--- src/sv/assert_macros.svh ---
// Assertion macros for the RTL files; morse_key_decoder_core.sv includes them.
// They expand to nothing when SYNTHESIS is defined.
`ifndef ASSERT_MACROS_SVH
`define ASSERT_MACROS_SVH
`ifndef SYNTHESIS
`define ASSERT_IMPLY(label, clk, rst_n, ante, cons, msg) \
    label: assert property (@(posedge clk) disable iff (!rst_n) (ante) |-> (cons)) \
        else $error(msg);
`define ASSERT_NEXT(label, clk, rst_n, ante, cons, msg) \
    label: assert property (@(posedge clk) disable iff (!rst_n) (ante) |=> (cons)) \
        else $error(msg);
`else
`define ASSERT_IMPLY(label, clk, rst_n, ante, cons, msg)
`define ASSERT_NEXT(label, clk, rst_n, ante, cons, msg)
`endif
`endif

--- src/sv/mkd_pkg.sv ---
`timescale 1ns / 1ps
package mkd_pkg;

    localparam int unsigned TickWidth = 16;
    localparam int unsigned CodeWidth = 6;
    localparam int unsigned CountWidth = 3;
    localparam int unsigned CharWidth = 7;
    localparam int unsigned MaxSymbols = 5;
    localparam int unsigned CfgAddrWidth = 5;

    localparam logic [CountWidth-1:0] CountOverlong = 3'd6;
    localparam logic [CodeWidth-1:0] CodeSentinel = 6'd1;
    localparam logic [CharWidth-1:0] CharInvalid = 7'h3F;
    localparam logic [TickWidth-1:0] TickMax = 16'hFFFF;

    localparam logic [2:0] RegDebounce = 3'd0;
    localparam logic [2:0] RegDotMin = 3'd1;
    localparam logic [2:0] RegDashMin = 3'd2;
    localparam logic [2:0] RegDashMax = 3'd3;
    localparam logic [2:0] RegLed = 3'd4;
    localparam logic [2:0] RegGap = 3'd5;

    localparam logic [TickWidth-1:0] DebounceReset = 16'd156;
    localparam logic [TickWidth-1:0] DotMinReset = 16'd781;
    localparam logic [TickWidth-1:0] DashMinReset = 16'd3125;
    localparam logic [TickWidth-1:0] DashMaxReset = 16'd6250;
    localparam logic [TickWidth-1:0] LedReset = 16'd781;
    localparam logic [TickWidth-1:0] GapReset = 16'd6250;

    typedef struct packed {
        logic [TickWidth-1:0] settle_ticks;
        logic [TickWidth-1:0] short_min_ticks;
        logic [TickWidth-1:0] long_min_ticks;
        logic [TickWidth-1:0] long_max_ticks;
        logic [TickWidth-1:0] led_ticks;
        logic [TickWidth-1:0] gap_ticks;
    } t_cfg;

    typedef struct packed {
        logic                 dash_lamp;
        logic                 dot_lamp;
        logic [CharWidth-1:0] char_code;
        logic                 char_valid;
    } t_result;

    function automatic logic [CharWidth-1:0] letter_of(input logic [CodeWidth-1:0] code);
        logic [CharWidth-1:0] c;
        case (code)
            6'd2:    c = 7'h45; // E
            6'd3:    c = 7'h54; // T
            6'd4:    c = 7'h49; // I
            6'd5:    c = 7'h41; // A
            6'd6:    c = 7'h4E; // N
            6'd7:    c = 7'h4D; // M
            6'd8:    c = 7'h53; // S
            6'd9:    c = 7'h55; // U
            6'd10:   c = 7'h52; // R
            6'd11:   c = 7'h57; // W
            6'd12:   c = 7'h44; // D
            6'd13:   c = 7'h4B; // K
            6'd14:   c = 7'h47; // G
            6'd15:   c = 7'h4F; // O
            6'd16:   c = 7'h48; // H
            6'd17:   c = 7'h56; // V
            6'd18:   c = 7'h46; // F
            6'd20:   c = 7'h4C; // L
            6'd22:   c = 7'h50; // P
            6'd23:   c = 7'h4A; // J
            6'd24:   c = 7'h42; // B
            6'd25:   c = 7'h58; // X
            6'd26:   c = 7'h43; // C
            6'd27:   c = 7'h59; // Y
            6'd28:   c = 7'h5A; // Z
            6'd29:   c = 7'h51; // Q
            6'd32:   c = 7'h35; // 5
            6'd33:   c = 7'h34; // 4
            6'd35:   c = 7'h33; // 3
            6'd39:   c = 7'h32; // 2
            6'd47:   c = 7'h31; // 1
            6'd48:   c = 7'h36; // 6
            6'd56:   c = 7'h37; // 7
            6'd60:   c = 7'h38; // 8
            6'd62:   c = 7'h39; // 9
            6'd63:   c = 7'h30; // 0
            default: c = CharInvalid;
        endcase
        return c;
    endfunction

endpackage

--- src/sv/mkd_cfg.sv ---
`timescale 1ns / 1ps
module mkd_cfg (
    input  logic                            i_clk,
    input  logic                            i_rst_n,
    input  logic                            psel,
    input  logic                            penable,
    input  logic                            pwrite,
    input  logic [mkd_pkg::CfgAddrWidth-1:0] paddr,
    input  logic [31:0]                     pwdata,
    output logic [31:0]                     prdata,
    output logic                            pready,
    output mkd_pkg::t_cfg                   o_cfg
);
    import mkd_pkg::*;

    t_cfg       r_cfg;
    logic       w_wr;
    logic [2:0] w_idx;

    assign pready = 1'b1;
    assign w_idx  = paddr[4:2];
    assign w_wr   = psel && penable && pwrite;

    always_ff @(posedge i_clk) begin
        if (!i_rst_n) begin
            r_cfg.settle_ticks    <= DebounceReset;
            r_cfg.short_min_ticks <= DotMinReset;
            r_cfg.long_min_ticks  <= DashMinReset;
            r_cfg.long_max_ticks  <= DashMaxReset;
            r_cfg.led_ticks       <= LedReset;
            r_cfg.gap_ticks       <= GapReset;
        end else if (w_wr) begin
            case (w_idx)
                RegDebounce: r_cfg.settle_ticks    <= pwdata[TickWidth-1:0];
                RegDotMin:   r_cfg.short_min_ticks <= pwdata[TickWidth-1:0];
                RegDashMin:  r_cfg.long_min_ticks  <= pwdata[TickWidth-1:0];
                RegDashMax:  r_cfg.long_max_ticks  <= pwdata[TickWidth-1:0];
                RegLed:      r_cfg.led_ticks       <= pwdata[TickWidth-1:0];
                RegGap:      r_cfg.gap_ticks       <= pwdata[TickWidth-1:0];
                default: begin
                end
            endcase
        end
    end

    always_comb begin
        case (w_idx)
            RegDebounce: prdata = {16'd0, r_cfg.settle_ticks};
            RegDotMin:   prdata = {16'd0, r_cfg.short_min_ticks};
            RegDashMin:  prdata = {16'd0, r_cfg.long_min_ticks};
            RegDashMax:  prdata = {16'd0, r_cfg.long_max_ticks};
            RegLed:      prdata = {16'd0, r_cfg.led_ticks};
            RegGap:      prdata = {16'd0, r_cfg.gap_ticks};
            default:     prdata = 32'd0;
        endcase
    end

    assign o_cfg = r_cfg;

endmodule

--- src/sv/mkd_tracker.sv ---
`timescale 1ns / 1ps
module mkd_tracker (
    input  logic             i_clk,
    input  logic             i_rst_n,
    input  logic             i_step,
    input  logic             i_level,
    input  mkd_pkg::t_cfg    i_cfg,
    output mkd_pkg::t_result o_result
);
    import mkd_pkg::*;

    logic                  r_last_level, n_last_level;
    logic                  r_key_held, n_key_held;
    logic [TickWidth-1:0]  r_tick, n_tick;
    logic [CodeWidth-1:0]  r_bits, n_bits;
    logic [CountWidth-1:0] r_count, n_count;
    logic                  r_gap_armed, n_gap_armed;
    logic                  r_lamp_armed, n_lamp_armed;
    logic [1:0]            r_lamp, n_lamp;
    logic                  w_push, w_dash, w_emit;
    logic [CharWidth-1:0]  w_code;

    always_comb begin
        n_key_held   = r_key_held;
        n_tick       = r_tick;
        n_bits       = r_bits;
        n_count      = r_count;
        n_gap_armed  = r_gap_armed;
        n_lamp_armed = r_lamp_armed;
        n_lamp       = r_lamp;
        w_push       = 1'b0;
        w_dash       = 1'b0;
        w_emit       = 1'b0;
        w_code       = '0;

        if (!r_key_held && i_level && !r_last_level) begin
            if (r_tick >= i_cfg.settle_ticks) begin
                n_gap_armed  = 1'b0;
                n_lamp_armed = 1'b0;
                n_lamp       = 2'b00;
                n_key_held   = 1'b1;
                n_tick       = '0;
            end
        end else if (r_key_held && !i_level && r_last_level) begin
            if (r_tick >= i_cfg.short_min_ticks) begin
                if (r_tick < i_cfg.long_min_ticks) begin
                    w_push = 1'b1;
                    n_lamp = 2'b01;
                end else if (r_tick <= i_cfg.long_max_ticks) begin
                    w_push = 1'b1;
                    w_dash = 1'b1;
                    n_lamp = 2'b10;
                end
                n_key_held   = 1'b0;
                n_tick       = '0;
                n_gap_armed  = 1'b1;
                n_lamp_armed = 1'b1;
            end
        end

        if (w_push) begin
            if (r_count < CountWidth'(MaxSymbols)) begin
                n_bits  = {r_bits[CodeWidth-2:0], w_dash};
                n_count = r_count + 1'b1;
            end else begin
                n_count = CountOverlong;
            end
        end

        if (n_lamp_armed && n_tick >= i_cfg.led_ticks) begin
            n_lamp       = 2'b00;
            n_lamp_armed = 1'b0;
        end

        if (n_gap_armed && n_tick >= i_cfg.gap_ticks) begin
            if (!n_key_held && n_count != '0) begin
                w_emit = 1'b1;
                w_code = (n_count > CountWidth'(MaxSymbols)) ? CharInvalid : letter_of(n_bits);
                n_bits  = CodeSentinel;
                n_count = '0;
            end
            n_lamp       = 2'b00;
            n_gap_armed  = 1'b0;
            n_lamp_armed = 1'b0;
        end

        if (n_tick != TickMax) begin
            n_tick = n_tick + 1'b1;
        end
        n_last_level = i_level;
    end

    always_ff @(posedge i_clk) begin
        if (!i_rst_n) begin
            r_last_level <= 1'b0;
            r_key_held   <= 1'b0;
            r_tick       <= '0;
            r_bits       <= CodeSentinel;
            r_count      <= '0;
            r_gap_armed  <= 1'b0;
            r_lamp_armed <= 1'b0;
            r_lamp       <= 2'b00;
        end else if (i_step) begin
            r_last_level <= n_last_level;
            r_key_held   <= n_key_held;
            r_tick       <= n_tick;
            r_bits       <= n_bits;
            r_count      <= n_count;
            r_gap_armed  <= n_gap_armed;
            r_lamp_armed <= n_lamp_armed;
            r_lamp       <= n_lamp;
        end
    end

    assign o_result.char_valid = w_emit;
    assign o_result.char_code  = w_code;
    assign o_result.dot_lamp   = n_lamp[0];
    assign o_result.dash_lamp  = n_lamp[1];

endmodule

--- src/sv/morse_key_decoder_core.sv ---
`timescale 1ns / 1ps
`include "assert_macros.svh"
// Morse key timing decoder.
// The slave stream takes one sampled key level per beat (tdata bit 0, 1 when
// pressed). For every input beat the master stream gives exactly one result
// beat carrying the character strobe, the decoded ASCII code and the two
// indicator drives. Timing thresholds are set through the APB port and are
// counted in input beats, not clock cycles.
// An input beat is captured in an input register; the timing, symbol and
// lookup logic then updates the decoder state from it and loads the result
// register once that register is empty or its beat is being taken.
// One beat per cycle is sustained while the receiver holds tready high; the
// state update between the two registers is combinational.
// When the receiver stalls, the result is held and at most one further input
// beat is taken into the input register, after which the slave tready drops.
// Synchronous reset empties both registers, clears the decoder state to an
// empty letter with lamps off and loads the default thresholds.
module morse_key_decoder_core (
    input  logic        i_clk,
    input  logic        i_rst_n,
    input  logic        i_s_tvalid,
    output logic        o_s_tready,
    input  logic [7:0]  i_s_tdata,  // [0] key_level, [7:1] zero
    output logic        o_m_tvalid,
    input  logic        i_m_tready,
    output logic [15:0] o_m_tdata,  // [0] char_valid, [7:1] char_code,
                                    // [8] dot_lamp, [9] dash_lamp, [15:10] zero
    input  logic        psel,
    input  logic        penable,
    input  logic        pwrite,
    input  logic [4:0]  paddr,
    input  logic [31:0] pwdata,
    output logic [31:0] prdata,
    output logic        pready
);
    import mkd_pkg::*;

    t_cfg    w_cfg;
    t_result w_result;
    t_result r_result;
    logic    r_in_valid;
    logic    r_in_level;
    logic    r_out_valid;
    logic    w_step;
    logic    w_in_take;

    mkd_cfg u_cfg (
        .i_clk   (i_clk),
        .i_rst_n (i_rst_n),
        .psel    (psel),
        .penable (penable),
        .pwrite  (pwrite),
        .paddr   (paddr),
        .pwdata  (pwdata),
        .prdata  (prdata),
        .pready  (pready),
        .o_cfg   (w_cfg)
    );

    mkd_tracker u_tracker (
        .i_clk    (i_clk),
        .i_rst_n  (i_rst_n),
        .i_step   (w_step),
        .i_level  (r_in_level),
        .i_cfg    (w_cfg),
        .o_result (w_result)
    );

    assign w_step    = r_in_valid && (!r_out_valid || i_m_tready);
    assign o_s_tready = !r_in_valid || w_step;
    assign w_in_take = i_s_tvalid && o_s_tready;

    always_ff @(posedge i_clk) begin
        if (!i_rst_n) begin
            r_in_valid  <= 1'b0;
            r_out_valid <= 1'b0;
        end else begin
            if (w_in_take) begin
                r_in_valid <= 1'b1;
            end else if (w_step) begin
                r_in_valid <= 1'b0;
            end
            if (w_step) begin
                r_out_valid <= 1'b1;
            end else if (i_m_tready) begin
                r_out_valid <= 1'b0;
            end
        end
    end

    always_ff @(posedge i_clk) begin
        if (w_in_take) begin
            r_in_level <= i_s_tdata[0];
        end
        if (w_step) begin
            r_result <= w_result;
        end
    end

    assign o_m_tvalid = r_out_valid;
    assign o_m_tdata  = {6'd0, r_result};

    `ASSERT_IMPLY(a_code_with_strobe, i_clk, i_rst_n,
        r_out_valid && r_result.char_valid, r_result.char_code != '0,
        "character strobe without a code")
    `ASSERT_IMPLY(a_code_zero_idle, i_clk, i_rst_n,
        r_out_valid && !r_result.char_valid, r_result.char_code == '0,
        "code present without a character strobe")
    `ASSERT_IMPLY(a_one_lamp, i_clk, i_rst_n,
        r_out_valid, !(r_result.dot_lamp && r_result.dash_lamp),
        "both lamps lit at once")
    `ASSERT_NEXT(a_stall_keeps_input, i_clk, i_rst_n,
        w_in_take && r_out_valid && !i_m_tready && !w_step, r_in_valid,
        "input beat lost during output stall")

endmodule

--- config.mk ---
export PLATFORM = sky130hd
export DESIGN_NAME = morse_key_decoder_core
export DESIGN_NICKNAME = d
export VERILOG_FILES = /design/src/sv/mkd_pkg.sv /design/src/sv/mkd_cfg.sv /design/src/sv/mkd_tracker.sv /design/src/sv/morse_key_decoder_core.sv
export VERILOG_INCLUDE_DIRS = /design/src /design/src/sv
export SDC_FILE = /design/constraint.sdc
export NUM_CORES = 1
export LEC_CHECK = 0
export BUFFER_PORTS_ARGS = -buffer_cell sky130_fd_sc_hd__clkbuf_2
export CAP_MARGIN = 25
export CORE_AREA = 2 2 175 177
export CTS_BUF_LIST = sky130_fd_sc_hd__clkbuf_16
export DETAILED_ROUTE_END_ITERATION = 8
export DIE_AREA = 0 0 177 179
export GPL_ROUTABILITY_DRIVEN = 0
export HOLD_SLACK_MARGIN = 0.06
export PLACE_DENSITY = 0.53
export SLEW_MARGIN = 20
export SYNTH_ARGS = -nofsm -noshare
export SYNTH_HDL_FRONTEND = slang
export SYNTH_HIERARCHICAL = 1
export SYNTH_SLANG_ARGS = --single-unit
--- constraint.sdc ---
create_clock -name i_clk -period 7.6 [get_ports i_clk]
set_input_delay 1.14 -clock i_clk [delete_from_list [all_inputs] [get_ports i_clk]]
set_output_delay 1.14 -clock i_clk [all_outputs]
set_load 0.02 [all_outputs]
==> impl_metrics.yaml <==
clocking:
  h-tree-depth: 4
  cts_hold_buf: 0
  cts_num_sinks: 140
  cts_resized: 0
  postCtsSetupBuffers: 0
  cts_buffer_depth: 2
  clk_latency_ns: 0.43
  root_buffer: "clkbuf_16"
  cts_inserted_buffers: 17
  clk_pin_slew_ns: 0.07
  tritoncts: "done"
floorplanning:
  initial_core_util_pct: 34.1
  die_area_sq_mm: 0.0317
  core_region_area_sq_mm: 0.0300
  pin_count: 103
  die_h_um: 179
  die_w_um: 177
  rows: 64
place:
  pre_cts_ws_ns: 1.77
  place_hpwl_um: 22400
  dpl_cell_area_sq_mm: 0.0107
  port_buffers: 54
yosys:
  ys.flop_type: "dfxtp_1"
  synth_warnings: 6
  synth_area_sq_mm: 0.0102
  synth.avg_cell_area_sq_um: 8.21
  async_flop_share_pct: 0
  synth_common_cells: "144 x nand2_1, 129 x dfxtp_1, 115 x inv_1"
  netlist_top_cells_area: "dfxtp_1 25%, ha_1 12%, mux2i_1 9.7%"
  synth_top_area_cell: "dfxtp_1"
  ys_ff_latch: 140
  postSynthCellCount: 1249
  ys_seq_area_share_pct: 28.4
  yosysMostFrequentCell: "nand2_1"
  synth_top_area_share_pct: 25.2
  synth.distinct_cells: 88
  synth-edff-count: 11
sta:
  rsz0062_at_grt: "false"
  worst_pin_slew_ns: 0.931
  drv_slew: 0
  finalSetupViolCount: 0
  clock_skew_ns: 0.00822
  slew-limit-headroom_pct: 37.8
  worst_slack_ns: 1.77
  fmaxAchievable_mhz: 172
  fin_tns_setup_ns: 0
  min_period_over_period_pct: 76.7
  hold_viol: 0
  layout_min_cycle_time_ns: 5.83
pwr:
  max-vdd-ir-drop_mv: 0.121
  p_sw_w: 0.000449
  p_int_w: 0.00126
  power-per-cell-area_mw_per_mm2: 152
  clkPwrFrac_pct: 46.9
  switching_share_pct: 26.3
  p_leak_nw: 5.08
  seq_power_share_pct: 44.5
  combPwrFrac_pct: 8.6
layout:
  area_growth_syn_to_layout_pct: 9.61
  nFillCells: 3091
  drive_gt1_share_pct: 11.5
  fin_area_sq_mm: 0.0112
  antenna_cells: 0
  fin_nets: 1413
  utilization_pct: 37.4
critical_path:
  r2r_cells: 19
  worstPathMaxFanout: 16
  crit_arrival_ns: 6.15
  regToRegStartpoint: "u_tracker/r_tick[13]$_SDFFE_PN0P_"
  path_cells: "ha_1 -> nand4_1 -> nor4_1 -> o31ai_1 -> nand3_1 -> and2_1 -> inv_1 -> and3_1 -> buf_4 -> and2_1 -> ha_1 -> a21o_1 -> a21o_1 -> a21oi_1 -> o21ai_0 -> a21oi_1 -> or4_1 -> inv_2 -> a2111oi_2"
  r2r_setup_slack_ns: 1.77
  critical_path_required_ns: 7.92
  reg2reg_to: "u_tracker/r_count[0]$_SDFFE_PN0P_"
  end_kind: "register"
  cp_slowest_cell: "or4_1"
  critPathLaunchType: "register"
  criticalPathCategory: "register to register"
  slowest_delay_ns: 0.64
routing:
  drtPass1Iterations: 7
  drt-initial-drc-count: 781
  avgRoutedWirePerCell_um: 18.4
  drc: 0
  vias: 9031
  ant_nets: 0
  drt_wl_total_um: 30700
  vias_per_cell: 5.41
global_route:
  grt_pass1_wl_um: 48300
  antenna_found_initial: 0
  grt.total_usage_pct: 19.6
  grt_pass1_vias: 8518
  gr-total-overflow: 0
  grt_max_degree: 76
hold_path:
  worstHoldEndpoint: "u_cfg/o_cfg[55]$_SDFFE_PN0P_"
  hold_depth: 2
  hp-start: "u_cfg/o_cfg[55]$_SDFFE_PN0P_"
  hold_path.class: "register to register"
status:
  status: "finished, final reports clean"
run:
  cap_violations: 0
cell families (layout without fill, tap and decap cells):
logic type | Yosys count | in the layout | share of synthesized area [%]
AO/OA/AOI/OAI | 321 | 321 | 20.9
XOR/XNOR | 1 | 1 | 0.0855
adder cells (fa/ha/maj) | 101 | 101 | 12.3
buffers and inverters | 216 | 220 | 9.55
flip-flops | 140 | 140 | 28.4
multiplexers | 118 | 118 | 11.8
other | 3 | 23 | 0.110
AND/OR/NAND/NOR | 349 | 349 | 16.8
layout make-up:
| class | instances | area, sq um | area share [%] |
|---|---|---|---|
| Multi-Input combinational cell | 913 | 6440 | 57.3 |
| Tap cell | 396 | 495 | 4.41 |
| Inverter | 120 | 450 | 4.01 |
| Clock inverter | 14 | 106 | 0.947 |
| Timing Repair Buffer | 68 | 378 | 3.36 |
| Sequential cell | 140 | 2910 | 25.9 |
| Clock buffer | 18 | 450 | 4.01 |
registers in the layout (all words and copies together), names as in the netlist, 2 cells and up:
signal             count
o_m_tdata             10
u_cfg/o_cfg           96
u_tracker/r_lamp       2
u_tracker/r_tick      16
u_tracker/r_count      3
u_tracker/r_bits       6
cells in the final DEF, fill, tap and decap left out, types with 9 or more instances in the layout:
cell	n
inv_1	118
o22a_1	11
nor3_1	21
nand4_1	19
o211ai_1	18
mux2_2	17
ha_1	101
clkbuf_16	18
a31oi_1	12
conb_1	23
nor2b_1	10
edfxtp_1	11
a211oi_1	9
o21a_1	10
mux2i_1	99
nand2_1	144
a21oi_1	66
dfxtp_1	129
a21o_1	18
clkbuf_2	53
and2_1	13
nand3_1	51
o21ai_0	87
nor2_1	40
a22oi_1	10
buf_4	15
layer usage:
layer / wire length [um] / global-route usage, % / vias up
met2: 14200 / 31.9 / 253
met4: 426 / 5.44 / 0
met1: 14800 / 27.1 / 4299
met3: 1290 / 2.80 / 29
met5: 0 / 0 / -
li1: - / - / 4450
worst max path at each step:
stage	slack, ns	end	cells past startpoint	from
2_1_floorplan	3.32	o_m_tdata[1]$_DFFE_PP_	23	u_tracker/r_tick[13]$_SDFFE_PN0P_
3_3_place_gp	1.77	u_tracker/r_count[0]$_SDFFE_PN0P_	19	u_tracker/r_tick[13]$_SDFFE_PN0P_
3_5_place_dp	1.77	u_tracker/r_count[0]$_SDFFE_PN0P_	19	u_tracker/r_tick[13]$_SDFFE_PN0P_
4_1_cts	1.74	u_tracker/r_count[0]$_SDFFE_PN0P_	19	u_tracker/r_tick[13]$_SDFFE_PN0P_
5_1_grt	1.28	u_tracker/r_count[0]$_SDFFE_PN0P_	19	u_tracker/r_tick[12]$_SDFFE_PN0P_
6_report	1.77	u_tracker/r_count[0]$_SDFFE_PN0P_	19	u_tracker/r_tick[13]$_SDFFE_PN0P_
power groups by stage:
stage	registers [W]	clock network, W	logic (W)
detailed placement	0.000777	0	0.000146
finish	0.000761	0.000802	0.000147
CTS	0.000760	0.000818	0.000147
floorplan	0.000778	0	0.000106
global placement	0.000777	0	0.000146
global route	0.000762	0.000845	0.000161
critical path: cells and delay by family (launching register included):
kind	cells	cell delay (ns)
compound gates	7	1.58
buf+inv	3	0.60
flops	1	0.43
simple gates	7	2.42
fa+ha+maj	2	0.66
stage by stage:
stage                     hold slack (ns)  cells  power [W]
after floorplan                     0.444   1269   0.000884
after CTS                           0.477   1669    0.00172
after global placement              0.461   1637   0.000922
after detailed placement            0.469   1637   0.000923
final                               0.477   1669    0.00171
after global routing                0.489   1669    0.00177
No activity file was read; power rests on OpenSTA's default activity.
